$ cat src/sv/i2cmts_pkg.sv
// ----------------------------------------------------------------------------
// i2cmts_pkg
// Shared types and codes for the i2c memory transfer sequencer: command kinds,
// engine actions, error codes, bus status values and the queue entry type.
// ----------------------------------------------------------------------------
package i2cmts_pkg;

    // default width of the remaining byte counter
    localparam int LENGTH_BITS_DEFAULT = 16;

    // depth of the queue between front and back
    localparam int QUEUE_DEPTH = 2;

    // input command codes
    localparam logic [1:0] CMD_BEGIN_READ  = 2'd0;
    localparam logic [1:0] CMD_BEGIN_WRITE = 2'd1;
    localparam logic [1:0] CMD_ENGINE_DONE = 2'd2;

    // classified transaction kinds
    typedef logic [1:0] kind_t;
    localparam kind_t KIND_READ  = 2'd0;
    localparam kind_t KIND_WRITE = 2'd1;
    localparam kind_t KIND_DONE  = 2'd2;
    localparam kind_t KIND_NONE  = 2'd3;

    // engine actions
    localparam logic [2:0] ACT_NONE    = 3'd0;
    localparam logic [2:0] ACT_START   = 3'd1;
    localparam logic [2:0] ACT_SEND    = 3'd2;
    localparam logic [2:0] ACT_RXACK   = 3'd3;
    localparam logic [2:0] ACT_RXNAK   = 3'd4;
    localparam logic [2:0] ACT_STOP    = 3'd5;
    localparam logic [2:0] ACT_RESTART = 3'd6;

    // error codes
    localparam logic [2:0] ERR_OK         = 3'd0;
    localparam logic [2:0] ERR_START      = 3'd1;
    localparam logic [2:0] ERR_ADDR_NACK  = 3'd2;
    localparam logic [2:0] ERR_WRITE_NACK = 3'd3;
    localparam logic [2:0] ERR_RXACK      = 3'd4;
    localparam logic [2:0] ERR_RXNAK      = 3'd5;

    // bus engine status values
    localparam logic [7:0] ST_START     = 8'h08;
    localparam logic [7:0] ST_REPSTART  = 8'h10;
    localparam logic [7:0] ST_SLAW_ACK  = 8'h18;
    localparam logic [7:0] ST_SLAR_ACK  = 8'h40;
    localparam logic [7:0] ST_DATAW_ACK = 8'h28;
    localparam logic [7:0] ST_DATAR_ACK = 8'h50;
    localparam logic [7:0] ST_DATAR_NAK = 8'h58;
    localparam logic [7:0] ST_MASK      = 8'hf8;

    // one classified transaction as it travels from front to back
    typedef struct packed {
        kind_t       kind;
        logic [7:0]  device_address;
        logic [7:0]  memory_address;
        logic [15:0] transfer_length;
        logic [7:0]  status_code;
        logic [7:0]  bus_data;
        logic [7:0]  write_data;
    } entry_t;

endpackage

$ cat src/sv/i2cmts_front.sv
// ----------------------------------------------------------------------------
// i2cmts_front
// Input stage: takes transactions, classifies the command and masks the
// engine status, then hands the entry to the queue.
// ----------------------------------------------------------------------------
module i2cmts_front (
    input  logic               aclk,
    input  logic               aresetn,
    input  logic               s_valid,
    output logic               s_ready,
    input  logic [1:0]         s_command,
    input  logic [7:0]         s_device_address,
    input  logic [7:0]         s_memory_address,
    input  logic [15:0]        s_transfer_length,
    input  logic [7:0]         s_status_code,
    input  logic [7:0]         s_bus_data,
    input  logic [7:0]         s_write_data,
    output logic               q_valid,
    input  logic               q_ready,
    output i2cmts_pkg::entry_t q_entry
);

    logic               ent_valid_reg;
    logic               ent_valid_next;
    i2cmts_pkg::entry_t ent_reg;
    i2cmts_pkg::entry_t ent_next;
    i2cmts_pkg::kind_t  kind;

    assign s_ready = !ent_valid_reg || q_ready;
    assign q_valid = ent_valid_reg;
    assign q_entry = ent_reg;

    // command classification
    always_comb begin
        unique case (s_command)
            i2cmts_pkg::CMD_BEGIN_READ:  kind = i2cmts_pkg::KIND_READ;
            i2cmts_pkg::CMD_BEGIN_WRITE: kind = i2cmts_pkg::KIND_WRITE;
            i2cmts_pkg::CMD_ENGINE_DONE: kind = i2cmts_pkg::KIND_DONE;
            default:                     kind = i2cmts_pkg::KIND_NONE;
        endcase
    end

    // next entry and occupancy
    always_comb begin
        ent_next                 = ent_reg;
        ent_valid_next           = ent_valid_reg;
        if (ent_valid_reg && q_ready) begin
            ent_valid_next = 1'b0;
        end
        if (s_valid && s_ready) begin
            ent_valid_next           = 1'b1;
            ent_next.kind            = kind;
            ent_next.device_address  = s_device_address;
            ent_next.memory_address  = s_memory_address;
            ent_next.transfer_length = s_transfer_length;
            ent_next.status_code     = s_status_code & i2cmts_pkg::ST_MASK;
            ent_next.bus_data        = s_bus_data;
            ent_next.write_data      = s_write_data;
        end
    end

    always_ff @(posedge aclk) begin
        if (!aresetn) begin
            ent_valid_reg <= 1'b0;
        end else begin
            ent_valid_reg <= ent_valid_next;
        end
        ent_reg <= ent_next;
    end

endmodule

$ cat src/sv/i2cmts_queue.sv
// ----------------------------------------------------------------------------
// i2cmts_queue
// Short first-in first-out queue of classified transactions between the
// front and the back.
// ----------------------------------------------------------------------------
module i2cmts_queue (
    input  logic               aclk,
    input  logic               aresetn,
    input  logic               in_valid,
    output logic               in_ready,
    input  i2cmts_pkg::entry_t in_entry,
    output logic               out_valid,
    input  logic               out_ready,
    output i2cmts_pkg::entry_t out_entry
);

    localparam int DEPTH    = i2cmts_pkg::QUEUE_DEPTH;
    localparam int PTR_BITS = (DEPTH > 1) ? $clog2(DEPTH) : 1;
    localparam int CNT_BITS = $clog2(DEPTH + 1);

    i2cmts_pkg::entry_t  mem [DEPTH];
    logic [PTR_BITS-1:0] wr_ptr_reg;
    logic [PTR_BITS-1:0] wr_ptr_next;
    logic [PTR_BITS-1:0] rd_ptr_reg;
    logic [PTR_BITS-1:0] rd_ptr_next;
    logic [CNT_BITS-1:0] count_reg;
    logic [CNT_BITS-1:0] count_next;
    logic                push;
    logic                pop;

    assign in_ready  = (count_reg != CNT_BITS'(DEPTH));
    assign out_valid = (count_reg != '0);
    assign out_entry = mem[rd_ptr_reg];
    assign push      = in_valid && in_ready;
    assign pop       = out_valid && out_ready;

    // pointer and fill count update
    always_comb begin
        wr_ptr_next = wr_ptr_reg;
        rd_ptr_next = rd_ptr_reg;
        if (push) begin
            wr_ptr_next = (wr_ptr_reg == PTR_BITS'(DEPTH - 1)) ? '0 : wr_ptr_reg + 1'b1;
        end
        if (pop) begin
            rd_ptr_next = (rd_ptr_reg == PTR_BITS'(DEPTH - 1)) ? '0 : rd_ptr_reg + 1'b1;
        end
        count_next = count_reg + CNT_BITS'(push) - CNT_BITS'(pop);
    end

    always_ff @(posedge aclk) begin
        if (!aresetn) begin
            wr_ptr_reg <= '0;
            rd_ptr_reg <= '0;
            count_reg  <= '0;
        end else begin
            wr_ptr_reg <= wr_ptr_next;
            rd_ptr_reg <= rd_ptr_next;
            count_reg  <= count_next;
        end
    end

    // storage
    always_ff @(posedge aclk) begin
        if (push) begin
            mem[wr_ptr_reg] <= in_entry;
        end
    end

endmodule

$ cat src/sv/i2cmts_back.sv
// ----------------------------------------------------------------------------
// i2cmts_back
// Transfer sequencer: steps through the phases of a memory read or write,
// one queued transaction a cycle unless stalled; result in an output register.
// ----------------------------------------------------------------------------
module i2cmts_back #(
    parameter int LENGTH_BITS = i2cmts_pkg::LENGTH_BITS_DEFAULT
) (
    input  logic               aclk,
    input  logic               aresetn,
    input  logic               q_valid,
    output logic               q_ready,
    input  i2cmts_pkg::entry_t q_entry,
    output logic               m_valid,
    input  logic               m_ready,
    output logic [2:0]         m_engine_action,
    output logic [7:0]         m_send_byte,
    output logic               m_took_write_data,
    output logic [7:0]         m_read_byte,
    output logic               m_read_valid,
    output logic               m_finished,
    output logic [2:0]         m_error_code
);

    localparam int EXT_BITS = (LENGTH_BITS > 16) ? LENGTH_BITS : 16;

    // phase codes
    localparam logic [3:0] PH_IDLE    = 4'd0;
    localparam logic [3:0] PH_START   = 4'd1;
    localparam logic [3:0] PH_SLAW    = 4'd2;
    localparam logic [3:0] PH_MEM     = 4'd3;
    localparam logic [3:0] PH_DATA    = 4'd4;
    localparam logic [3:0] PH_RESTART = 4'd5;
    localparam logic [3:0] PH_SLAR    = 4'd6;
    localparam logic [3:0] PH_RXACK   = 4'd7;
    localparam logic [3:0] PH_RXNAK   = 4'd8;

    logic [3:0]             phase_reg,     phase_next;
    logic                   is_read_reg,   is_read_next;
    logic [7:0]             dev_reg,       dev_next;
    logic [7:0]             loc_reg,       loc_next;
    logic [LENGTH_BITS-1:0] left_reg,      left_next;
    logic                   out_valid_reg, out_valid_next;
    logic [2:0]             act_reg,       act_next;
    logic [7:0]             send_reg,      send_next;
    logic                   took_reg,      took_next;
    logic [7:0]             rbyte_reg,     rbyte_next;
    logic                   rvalid_reg,    rvalid_next;
    logic                   fin_reg,       fin_next;
    logic [2:0]             err_reg,       err_next;

    logic [EXT_BITS-1:0]    len_ext;
    logic [LENGTH_BITS-1:0] len;
    logic [LENGTH_BITS-1:0] left_dec;
    logic [7:0]             st;
    logic                   start_ok;
    logic                   step;

    assign q_ready = !out_valid_reg || m_ready;
    assign step    = q_valid && q_ready;

    assign len_ext  = EXT_BITS'(q_entry.transfer_length);
    assign len      = len_ext[LENGTH_BITS-1:0];
    assign left_dec = left_reg - 1'b1;
    assign st       = q_entry.status_code;
    assign start_ok = (st == i2cmts_pkg::ST_START) || (st == i2cmts_pkg::ST_REPSTART);

    // phase sequencing and result for one transaction
    always_comb begin
        phase_next     = phase_reg;
        is_read_next   = is_read_reg;
        dev_next       = dev_reg;
        loc_next       = loc_reg;
        left_next      = left_reg;
        out_valid_next = out_valid_reg && !m_ready;
        act_next       = act_reg;
        send_next      = send_reg;
        took_next      = took_reg;
        rbyte_next     = rbyte_reg;
        rvalid_next    = rvalid_reg;
        fin_next       = fin_reg;
        err_next       = err_reg;

        if (step) begin
            out_valid_next = 1'b1;
            act_next       = i2cmts_pkg::ACT_NONE;
            send_next      = 8'h00;
            took_next      = 1'b0;
            rbyte_next     = 8'h00;
            rvalid_next    = 1'b0;
            fin_next       = 1'b0;
            err_next       = i2cmts_pkg::ERR_OK;

            unique case (q_entry.kind)
                i2cmts_pkg::KIND_READ, i2cmts_pkg::KIND_WRITE: begin
                    is_read_next  = (q_entry.kind == i2cmts_pkg::KIND_READ);
                    dev_next      = q_entry.device_address;
                    loc_next      = q_entry.memory_address;
                    left_next     = len;
                    // a zero-length read moves one byte
                    if ((q_entry.kind == i2cmts_pkg::KIND_READ) && (len == '0)) begin
                        left_next = LENGTH_BITS'(1);
                    end
                    act_next   = i2cmts_pkg::ACT_START;
                    phase_next = PH_START;
                end
                i2cmts_pkg::KIND_DONE: begin
                    unique case (phase_reg)
                        PH_START: begin
                            if (!start_ok) begin
                                fin_next = 1'b1; err_next = i2cmts_pkg::ERR_START;
                                phase_next = PH_IDLE;
                            end else begin
                                act_next   = i2cmts_pkg::ACT_SEND;
                                send_next  = dev_reg;
                                phase_next = PH_SLAW;
                            end
                        end
                        PH_SLAW: begin
                            if (st != i2cmts_pkg::ST_SLAW_ACK) begin
                                fin_next = 1'b1; err_next = i2cmts_pkg::ERR_ADDR_NACK;
                                phase_next = PH_IDLE;
                            end else begin
                                act_next   = i2cmts_pkg::ACT_SEND;
                                send_next  = loc_reg;
                                phase_next = PH_MEM;
                            end
                        end
                        PH_MEM, PH_DATA: begin
                            if (st != i2cmts_pkg::ST_DATAW_ACK) begin
                                fin_next = 1'b1; err_next = i2cmts_pkg::ERR_WRITE_NACK;
                                phase_next = PH_IDLE;
                            end else if (is_read_reg && (phase_reg == PH_MEM)) begin
                                act_next   = i2cmts_pkg::ACT_RESTART;
                                phase_next = PH_RESTART;
                            end else if (left_reg == '0) begin
                                act_next   = i2cmts_pkg::ACT_STOP;
                                fin_next   = 1'b1;
                                phase_next = PH_IDLE;
                            end else begin
                                act_next   = i2cmts_pkg::ACT_SEND;
                                send_next  = q_entry.write_data;
                                took_next  = 1'b1;
                                left_next  = left_dec;
                                phase_next = PH_DATA;
                            end
                        end
                        PH_RESTART: begin
                            if (!start_ok) begin
                                fin_next = 1'b1; err_next = i2cmts_pkg::ERR_START;
                                phase_next = PH_IDLE;
                            end else begin
                                act_next   = i2cmts_pkg::ACT_SEND;
                                send_next  = dev_reg | 8'h01;
                                phase_next = PH_SLAR;
                            end
                        end
                        PH_SLAR: begin
                            if (st != i2cmts_pkg::ST_SLAR_ACK) begin
                                fin_next = 1'b1; err_next = i2cmts_pkg::ERR_ADDR_NACK;
                                phase_next = PH_IDLE;
                            end else if (left_reg > LENGTH_BITS'(1)) begin
                                act_next   = i2cmts_pkg::ACT_RXACK;
                                phase_next = PH_RXACK;
                            end else begin
                                act_next   = i2cmts_pkg::ACT_RXNAK;
                                phase_next = PH_RXNAK;
                            end
                        end
                        PH_RXACK: begin
                            if (st != i2cmts_pkg::ST_DATAR_ACK) begin
                                fin_next = 1'b1; err_next = i2cmts_pkg::ERR_RXACK;
                                phase_next = PH_IDLE;
                            end else begin
                                rbyte_next  = q_entry.bus_data;
                                rvalid_next = 1'b1;
                                left_next   = left_dec;
                                if (left_dec > LENGTH_BITS'(1)) begin
                                    act_next   = i2cmts_pkg::ACT_RXACK;
                                    phase_next = PH_RXACK;
                                end else begin
                                    act_next   = i2cmts_pkg::ACT_RXNAK;
                                    phase_next = PH_RXNAK;
                                end
                            end
                        end
                        PH_RXNAK: begin
                            if (st != i2cmts_pkg::ST_DATAR_NAK) begin
                                fin_next = 1'b1; err_next = i2cmts_pkg::ERR_RXNAK;
                                phase_next = PH_IDLE;
                            end else begin
                                act_next    = i2cmts_pkg::ACT_STOP;
                                rbyte_next  = q_entry.bus_data;
                                rvalid_next = 1'b1;
                                fin_next    = 1'b1;
                                phase_next  = PH_IDLE;
                            end
                        end
                        default: begin
                            phase_next = PH_IDLE;
                        end
                    endcase
                end
                default: begin
                    // unknown command: all-zero result, state kept
                end
            endcase
        end
    end

    // control state
    always_ff @(posedge aclk) begin
        if (!aresetn) begin
            phase_reg     <= PH_IDLE;
            is_read_reg   <= 1'b0;
            dev_reg       <= 8'h00;
            loc_reg       <= 8'h00;
            left_reg      <= '0;
            out_valid_reg <= 1'b0;
        end else begin
            phase_reg     <= phase_next;
            is_read_reg   <= is_read_next;
            dev_reg       <= dev_next;
            loc_reg       <= loc_next;
            left_reg      <= left_next;
            out_valid_reg <= out_valid_next;
        end
    end

    // result payload register
    always_ff @(posedge aclk) begin
        act_reg    <= act_next;
        send_reg   <= send_next;
        took_reg   <= took_next;
        rbyte_reg  <= rbyte_next;
        rvalid_reg <= rvalid_next;
        fin_reg    <= fin_next;
        err_reg    <= err_next;
    end

    assign m_valid           = out_valid_reg;
    assign m_engine_action   = act_reg;
    assign m_send_byte       = send_reg;
    assign m_took_write_data = took_reg;
    assign m_read_byte       = rbyte_reg;
    assign m_read_valid      = rvalid_reg;
    assign m_finished        = fin_reg;
    assign m_error_code      = err_reg;

endmodule

$ cat src/sv/i2c_memory_transfer_sequencer.sv
// ----------------------------------------------------------------------------
// i2c_memory_transfer_sequencer
// Drives a byte-level i2c bus engine through a memory read or write: each
// transaction in yields one transaction out naming the next engine action.
// ----------------------------------------------------------------------------
//  channel | direction | ports | content
//  --------+-----------+-------+------------------------------------------
//  input   | in        | s_*   | begin read/write or engine-done event
//  result  | out       | m_*   | engine action, bytes, finish and error
//
//  One transaction per cycle sustained while m_ready is high; the result
//  passes through the front register, the queue and the result register.
//  The back's phase register is updated once per transaction, which sets
//  the rate at one decision per cycle while the result is taken.
//  Synchronous active-low reset returns to idle with empty queue.
//  A stall on m_ready fills the result register, then the queue, then the
//  front register before s_ready drops.
// ----------------------------------------------------------------------------
module i2c_memory_transfer_sequencer #(
    parameter int LENGTH_BITS = i2cmts_pkg::LENGTH_BITS_DEFAULT
) (
    input  logic        aclk,
    input  logic        aresetn,
    input  logic        s_valid,
    output logic        s_ready,
    input  logic [1:0]  s_command,
    input  logic [7:0]  s_device_address,
    input  logic [7:0]  s_memory_address,
    input  logic [15:0] s_transfer_length,
    input  logic [7:0]  s_status_code,
    input  logic [7:0]  s_bus_data,
    input  logic [7:0]  s_write_data,
    output logic        m_valid,
    input  logic        m_ready,
    output logic [2:0]  m_engine_action,
    output logic [7:0]  m_send_byte,
    output logic        m_took_write_data,
    output logic [7:0]  m_read_byte,
    output logic        m_read_valid,
    output logic        m_finished,
    output logic [2:0]  m_error_code
);

    logic               f_valid;
    logic               f_ready;
    i2cmts_pkg::entry_t f_entry;
    logic               b_valid;
    logic               b_ready;
    i2cmts_pkg::entry_t b_entry;

    // classify incoming transactions
    i2cmts_front u_front (
        .aclk              (aclk),
        .aresetn           (aresetn),
        .s_valid           (s_valid),
        .s_ready           (s_ready),
        .s_command         (s_command),
        .s_device_address  (s_device_address),
        .s_memory_address  (s_memory_address),
        .s_transfer_length (s_transfer_length),
        .s_status_code     (s_status_code),
        .s_bus_data        (s_bus_data),
        .s_write_data      (s_write_data),
        .q_valid           (f_valid),
        .q_ready           (f_ready),
        .q_entry           (f_entry)
    );

    // decouple front and back
    i2cmts_queue u_queue (
        .aclk      (aclk),
        .aresetn   (aresetn),
        .in_valid  (f_valid),
        .in_ready  (f_ready),
        .in_entry  (f_entry),
        .out_valid (b_valid),
        .out_ready (b_ready),
        .out_entry (b_entry)
    );

    // sequence the transfer
    i2cmts_back #(
        .LENGTH_BITS (LENGTH_BITS)
    ) u_back (
        .aclk              (aclk),
        .aresetn           (aresetn),
        .q_valid           (b_valid),
        .q_ready           (b_ready),
        .q_entry           (b_entry),
        .m_valid           (m_valid),
        .m_ready           (m_ready),
        .m_engine_action   (m_engine_action),
        .m_send_byte       (m_send_byte),
        .m_took_write_data (m_took_write_data),
        .m_read_byte       (m_read_byte),
        .m_read_valid      (m_read_valid),
        .m_finished        (m_finished),
        .m_error_code      (m_error_code)
    );

endmodule

$ cat config.mk
export PLATFORM = sky130hd
export DESIGN_NAME = i2c_memory_transfer_sequencer
export DESIGN_NICKNAME = d
export VERILOG_FILES = /design/src/sv/i2cmts_pkg.sv /design/src/sv/i2cmts_front.sv /design/src/sv/i2cmts_queue.sv /design/src/sv/i2cmts_back.sv /design/src/sv/i2c_memory_transfer_sequencer.sv
export SDC_FILE = /design/constraint.sdc
export NUM_CORES = 1
export LEC_CHECK = 0
export CAP_MARGIN = 25
export CELL_PAD_IN_SITES_DETAIL_PLACEMENT = 0
export CELL_PAD_IN_SITES_GLOBAL_PLACEMENT = 2
export CORE_ASPECT_RATIO = 0.5
export CORE_MARGIN = 5
export CORE_UTILIZATION = 48
export DETAILED_ROUTE_END_ITERATION = 8
export DONT_BUFFER_PORTS = 1
export MAX_ROUTING_LAYER = met4
export PLACE_DENSITY_LB_ADDON = 0.1
export SLEW_MARGIN = 10
export SYNTH_ARGS = -nofsm -noshare
export SYNTH_HDL_FRONTEND = slang
export SYNTH_SLANG_ARGS = --single-unit
$ cat constraint.sdc
create_clock -name aclk -period 8.9 [get_ports aclk]
set_input_delay 0.445 -clock aclk [delete_from_list [all_inputs] [get_ports aclk]]
set_output_delay 0.445 -clock aclk [all_outputs]
set_load 0.03 [all_outputs]
==> impl_metrics.ini, run 1 <==
[route]
antenna_left = 0
vias = 5723
postRouteWirelength_um = 21100
drc = 0
first_pass_iters = 4
drtIter0Drc = 407
post_drt_via_cell_ratio = 5.67
avgRoutedWirePerCell_um = 20.9

[power_and_ir_drop]
combinationalPowerShare_pct = 24.5
clockPowerShare_pct = 28.1
p_leak_nw = 3.64
p_sw_w = 0.00116
seq_power_share_pct = 47.4
p_per_area_nw_per_um2 = 310
swShare_pct = 33.8
vdd_drop_max_uv = 201
p_int_w = 0.00228

[worst_setup_path]
slowest_stage = dfxtp_4
crit_chain = mux2_2, nor2_1, o2111ai_1, o211ai_1, nand2_1, o22ai_1
required_ns = 9.35
crit_fanout = 67
worstSetupEndpointType = register
crit_type = reg -> reg
worstPathArrival_ns = 3.57
cpPeakStageDelay_ns = 1.03
crit_path_start_kind = register
crit_buf_inv = 0
crit_family = compound AO/OA/AOI/OAI gates

[yosys]
synthCells = 674
synth_seq_cells = 234
synth.distinct_cells = 76
synth_edf_count = 190
yosysSeqAreaShare_pct = 69.2
ys_warn_count = 0
async_flop_share_pct = 0
syn_avg_cell_area_sq_um = 14.1
syn-num-nets = 743
syn_area_sq_um = 9520
synthFlopType = edfxtp_1

[floorplan]
core_sq_um = 19500
dieWidth_um = 209
initial_core_util_pct = 48.9
rows = 36
io_pins = 89
die_area_sq_um = 22900
die_y_um = 110

[cells_and_area]
area.growth.synth_to_final_pct = 16.7
nFillCells = 1570
multiInputGateArea_sq_um = 2760
largest_reg_flops = 110
insertedDiodeCount = 0
stdcell_area_sq_um = 11100
drive_gt1_share_pct = 12.9
regArea_sq_um = 6590
nets = 797

[sta]
final_hold_viol_count = 0
relSlewSlack_pct = 32.5
timing.fmax_ghz = 0.320
clock_skew_ns = 0.0165
fin_ws_ns = 5.78
tns_ns = 0
post-route-min-period_ns = 3.12
rsz0062_at_grt = false
slew_violations = 0
tightestPinTransition_ns = 1.01
fin_crit_sh_pct = 35.1
finalSetupViolations = 0

[place]
io_buffers = 0
gp_congestion = 0.835
place_ws_ns = 5.75
place_hpwl_um = 13100
placed_cell_area_sq_um = 9810

[clock_tree]
clk_latency_ns = 0.53
numCtsBuffers = 22
h-tree-depth = 1
holdBufCountCts = 55
clockRootBuffer = clkbuf_16
cts_sinks = 234
ctsResizeCount = 0
cts.clk_slew.worst_paths_ns = 0.07
post_cts_buffers = 0
clockBufferDepth = 3
cts_tree = done

[global_routing]
grt_max_degree = 68
overflow = 0
grt_pass1_vias = 5568
grt_util_all_layers_pct = 19.3
antenna_found_initial = 0
grt_pass1_wl_um = 32900

[hold_path]
hold_path.class = in -> reg
min_from = aresetn

[status]
status = finished clean

[flow_run]
drv_cap = 0
routing by layer:
metal	track usage, %	share of wire [%]	vias up
met5	-	0	-
met4	2.93	1.4	0
met3	4.59	5.9	30
met2	29.6	45	137
met1	27.4	48	2820
li1	-	-	2736
logic make-up (layout without fill, tap and decap cells):
logic type | after synthesis | after routing | synth area share [%]
simple gates | 189 | 189 | 11.0
buf+inv | 46 | 116 | 2.27
compound gates | 136 | 136 | 9.98
fa+ha+maj | 7 | 7 | 0.920
mux | 54 | 54 | 5.90
flops | 234 | 234 | 69.2
xor+xnor | 8 | 8 | 0.736
cells in the mapped netlist (3+ instances only):
library cell    n  share of area (%)
ha_1            7               0.92
a22oi_1         5               0.39
and3_1          6               0.39
buf_2          11               0.58
mux2_2         14                1.7
xnor2_1         6               0.55
and2_1          4               0.26
o22ai_1         3               0.20
nor2b_1         3               0.20
or3b_2          3               0.28
a31oi_1         9               0.59
mux2i_1        39                4.1
nand2b_1        6               0.39
o311ai_1        3               0.28
buf_1           4               0.16
inv_1           9               0.35
or4_1           3               0.24
or3b_1          3               0.28
or3_1           4               0.26
buf_4           4               0.32
or4_4           3               0.35
nor4_1         14               0.92
a211oi_1       22                1.7
nor3_1         14               0.74
a31o_1          3               0.28
clkbuf_1       16               0.63
nand2_1        38                1.5
a31o_2          4               0.37
a21oi_1        26                1.4
edfxtp_1      190                 60
o21ai_1         9               0.47
nand4_1         8               0.53
o211ai_1        3               0.24
nand3_1         8               0.42
nor2_1         53                2.1
o21ai_0        20                1.1
dfxtp_1        44                9.3
power groups by stage:
| stage | logic (W) | clock network (W) | registers, W |
|---|---|---|---|
| 5_1_grt | 0.000938 | 0.00104 | 0.00166 |
| 3_3_place_gp | 0.000823 | 0 | 0.00165 |
| 3_5_place_dp | 0.000820 | 0 | 0.00166 |
| 4_1_cts | 0.000844 | 0.000991 | 0.00163 |
| 2_1_floorplan | 0.000704 | 0 | 0.00155 |
| 6_report | 0.000844 | 0.000965 | 0.00163 |
path summary, 6_finish.rpt:
kind / end / slack, ns / depth (start not counted)
setup / recovery: u_back.left_reg[12] / 5.78 / 6
hold / removal: u_queue.count_reg[0] / 0.05 / 1
setup reg to reg: u_back.left_reg[12] / 5.78 / 6
hold reg to reg: u_queue.mem[1][30] / 0.44 / 0
layout by cell type, fill, tap and decap left out, drive strengths merged, types with 6 or more instances in the layout:
cell | Yosys | routed
edfxtp | 190 | 190
dlygate4sd3 | 0 | 55
nor2 | 55 | 55
dfxtp | 44 | 44
mux2i | 40 | 40
nand2 | 38 | 38
o21ai | 29 | 29
a21oi | 26 | 26
clkbuf | 16 | 25
a211oi | 24 | 24
nor4 | 16 | 16
nor3 | 15 | 15
mux2 | 14 | 14
buf | 21 | 12
clkinv | 0 | 11
inv | 9 | 9
a31oi | 9 | 9
nand3 | 8 | 8
nand4 | 8 | 8
ha | 7 | 7
a31o | 7 | 7
nand2b | 6 | 6
xnor2 | 6 | 6
and3 | 6 | 6
a22oi | 6 | 6
or3b | 6 | 6
or4 | 6 | 6
area by class of cell:
cell class,instances,share of cell area (%)
Clock buffer,25,5.15
Multi-Input combinational cell,394,24.9
Clock inverter,15,1.58
Sequential cell,234,59.3
Timing Repair Buffer,67,5.77
Tap cell,266,3.00
Inverter,9,0.304
through the flow:
step	std cells	utilization, %	hold WS (ns)	power (W)
3_3_place_gp	915	50.4	0.425	0.00248
6_report	1010	57.1	0.0548	0.00344
5_1_grt	1010	57.1	0.0355	0.00364
2_1_floorplan	674	-	0.421	0.00225
4_1_cts	1010	57.1	0.0254	0.00347
3_5_place_dp	915	50.4	0.431	0.00248
Power figures use the tool's default switching activity.
==> run 2, diff against run 1 <==
--- a/config.mk
+++ b/config.mk
@@ -5,12 +5,13 @@
 export SDC_FILE = /design/constraint.sdc
 export NUM_CORES = 1
 export LEC_CHECK = 0
+export ABC_AREA = 1
 export CAP_MARGIN = 25
 export CELL_PAD_IN_SITES_DETAIL_PLACEMENT = 0
 export CELL_PAD_IN_SITES_GLOBAL_PLACEMENT = 2
 export CORE_ASPECT_RATIO = 0.5
 export CORE_MARGIN = 5
-export CORE_UTILIZATION = 48
+export CORE_UTILIZATION = 42
 export DETAILED_ROUTE_END_ITERATION = 8
 export DONT_BUFFER_PORTS = 1
 export MAX_ROUTING_LAYER = met4
==> constraint.sdc (replaced) <==
create_clock -name aclk -period 3.1 [get_ports aclk]
set_input_delay 0.155 -clock aclk [delete_from_list [all_inputs] [get_ports aclk]]
set_output_delay 0.155 -clock aclk [all_outputs]
set_load 0.03 [all_outputs]
==> impl_metrics.ini, run 2 <==
[worst_setup_path]
required_ns = 3.50
ff2ff_setup_slack_ns = 0.58
reg2reg_depth = 9
worstSetupEndpointType = register
cpPeakStageDelay_ns = 0.55
crit_chain = nand2_1, o21ai_0, inv_1, ha_1, inv_1, ha_1, nand2_1, dlygate4sd3_1, inv_1
r2r-start = u_back.m_valid
cpMostUsedCell = inv_1
crit_path_start_kind = register
worstPathArrival_ns = 2.92
crit_fanout = 7
crit_type = reg -> reg
r2r-end = u_queue.count_reg[0]
slowest_stage = dlygate4sd3_1

[sta]
fin_ws_ns = 0.579
final_hold_viol_count = 0
post-route-min-period_ns = 2.52
finalSetupViolations = 0
tns_ns = 0
slew_violations = 0
relSlewSlack_pct = 49.0
tightestPinTransition_ns = 0.757
clock_skew_ns = 0.0193
rsz0062_at_grt = false
fin_crit_sh_pct = 81.3
timing.fmax_ghz = 0.397

[cells_and_area]
nets = 973
area.growth.synth_to_final_pct = 19.1
multiInputGateArea_sq_um = 2410
drive_gt1_share_pct = 9.46
insertedDiodeCount = 0
stdcell_count = 1220
fin_util_pct = 51.2
final_cell_mix = nand2_1 (190), edfxtp_1 (190), nor2_1 (72)
stdcell_area_sq_um = 11100
largest_reg_flops = 110
nFillCells = 1984
regArea_sq_um = 6590

[yosys]
synth.distinct_cells = 41
synth_commonest_cells = edfxtp_1 (190), nand2_1 (190), nor2_1 (75)
syn_avg_cell_area_sq_um = 11.3
ys_warn_count = 0
synth_seq_cells = 234
async_flop_share_pct = 0
syn_area_sq_um = 9360
ys_top_cells_by_area = edfxtp_1 (61%), dfxtp_1 (9.4%), nand2_1 (7.6%)
synth_top_cell_by_area = edfxtp_1
synth_edf_count = 190
synth_top_area_share_pct = 61.0
syn-num-nets = 895
yosysSeqAreaShare_pct = 70.4
synthCells = 826
synthFlopType = edfxtp_1

[hold_path]
min_to = u_front.q_entry[13]
whs_path_depth = 1
hold_path.class = in -> reg
min_from = s_bus_data[5]

[route]
first_pass_iters = 5
post_drt_via_cell_ratio = 4.96
avgRoutedWirePerCell_um = 18.0
postRouteWirelength_um = 21900
drc = 0
vias = 6048
drtIter0Drc = 360
antenna_left = 0

[floorplan]
core_sq_um = 21800
rows = 38
die_area_sq_um = 25500
initial_core_util_pct = 43.0
die_y_um = 116
dieWidth_um = 221
io_pins = 89

[clock_tree]
ctsResizeCount = 0
cts_tree = done
numCtsBuffers = 22
cts.clk_slew.worst_paths_ns = 0.06
cts_sinks = 234
clockRootBuffer = clkbuf_16
post_cts_buffers = 0
clk_latency_ns = 0.52
holdBufCountCts = 60
h-tree-depth = 1
clockBufferDepth = 3

[power_and_ir_drop]
swShare_pct = 37.5
clockPowerShare_pct = 25.7
p_per_area_nw_per_um2 = 929
p_sw_w = 0.00388
seq_power_share_pct = 45.0
vdd_drop_max_uv = 442
p_leak_nw = 4.13
combinationalPowerShare_pct = 29.3
p_int_w = 0.00647

[global_routing]
grt_util_all_layers_pct = 17.8
overflow = 0
grt_max_degree = 56
grt_pass1_vias = 5971
antenna_found_initial = 0
grt_pass1_wl_um = 34500

[place]
gp_congestion = 0.836
io_buffers = 0
post-place-cells = 1120
place_ws_ns = 0.679
place_hpwl_um = 14500
placed_cell_area_sq_um = 9820

[status]
status = finished clean

[flow_run]
drv_cap = 0
==> run 2: cell count changes after synthesis, moves of 22 or more <==
cell     before  now
o21ai_0      20   54
nor2_1       53   75
nand2_1      38  190
nand3_1       8   32
inv_1         9   60
mux2i_1      39    4
==> run 2: layer usage <==
layer / track usage [%] / up-vias / share of wire, %
met5: - / - / 0
met4: 3.22 / 0 / 1.4
met3: 3.37 / 24 / 4.4
met2: 28.7 / 117 / 46
met1: 24.3 / 2891 / 48
li1: - / 3016 / -
==> run 2: final cells by class <==
cell class / instances / area share (%)
flip-flops and latches: 234 / 59.1
multi-input cells: 499 / 21.6
repair buffers: 79 / 7.21
clock buffers: 33 / 5.58
well taps: 300 / 3.37
inverters: 68 / 2.29
clock inverters: 7 / 0.853
==> run 2: worst max-delay path by stage <==
stage,from,end,slack [ns],cells after the start
2_1_floorplan,u_queue.count_reg[1],u_queue.mem[1][0],0.68,3
3_3_place_gp,register,u_back.m_read_byte[3],0.74,10
3_5_place_dp,register,u_back.m_read_byte[5],0.68,10
4_1_cts,u_back.m_valid,u_queue.count_reg[0],0.60,9
5_1_grt,u_back.left_reg[1],u_back.m_engine_action[1],0.42,13
6_report,u_back.m_valid,u_queue.count_reg[0],0.58,9
==> run 2: power groups by stage <==
stage	clock network [W]	registers (W)	logic, W
after floorplan	0	0.00460	0.00210
after detailed placement	0	0.00473	0.00297
after CTS	0.00272	0.00467	0.00306
final	0.00266	0.00466	0.00303
after global placement	0	0.00473	0.00297
after global routing	0.00288	0.00473	0.00347
==> run 2: cell families after synthesis <==
logic type / Yosys count / synth area share (%)
buffers and inverters: 93 / 4.07
AND/OR/NAND/NOR: 348 / 15.9
flip-flops: 234 / 70.4
adder cells (fa/ha/maj): 7 / 0.936
AO/OA/AOI/OAI: 136 / 7.90
XOR/XNOR: 4 / 0.374
multiplexers: 4 / 0.428
==> run 2: metrics by stage <==
stage	total power, W	hold slack [ns]
floorplan	0.00670	0.254
global placement	0.00770	0.254
detailed placement	0.00770	0.254
CTS	0.0105	0.237
global route	0.0111	0.240
finish	0.0103	0.259
==> run 2: worst max-delay path, delay by kind of cell (launching register included) <==
kind,cells,cell delay (ns)
AO/OA/AOI/OAI,1,0.20
AND/OR/NAND/NOR,2,0.21
flip-flops,1,0.51
adder cells (fa/ha/maj),2,0.61
buffers and inverters,4,0.91
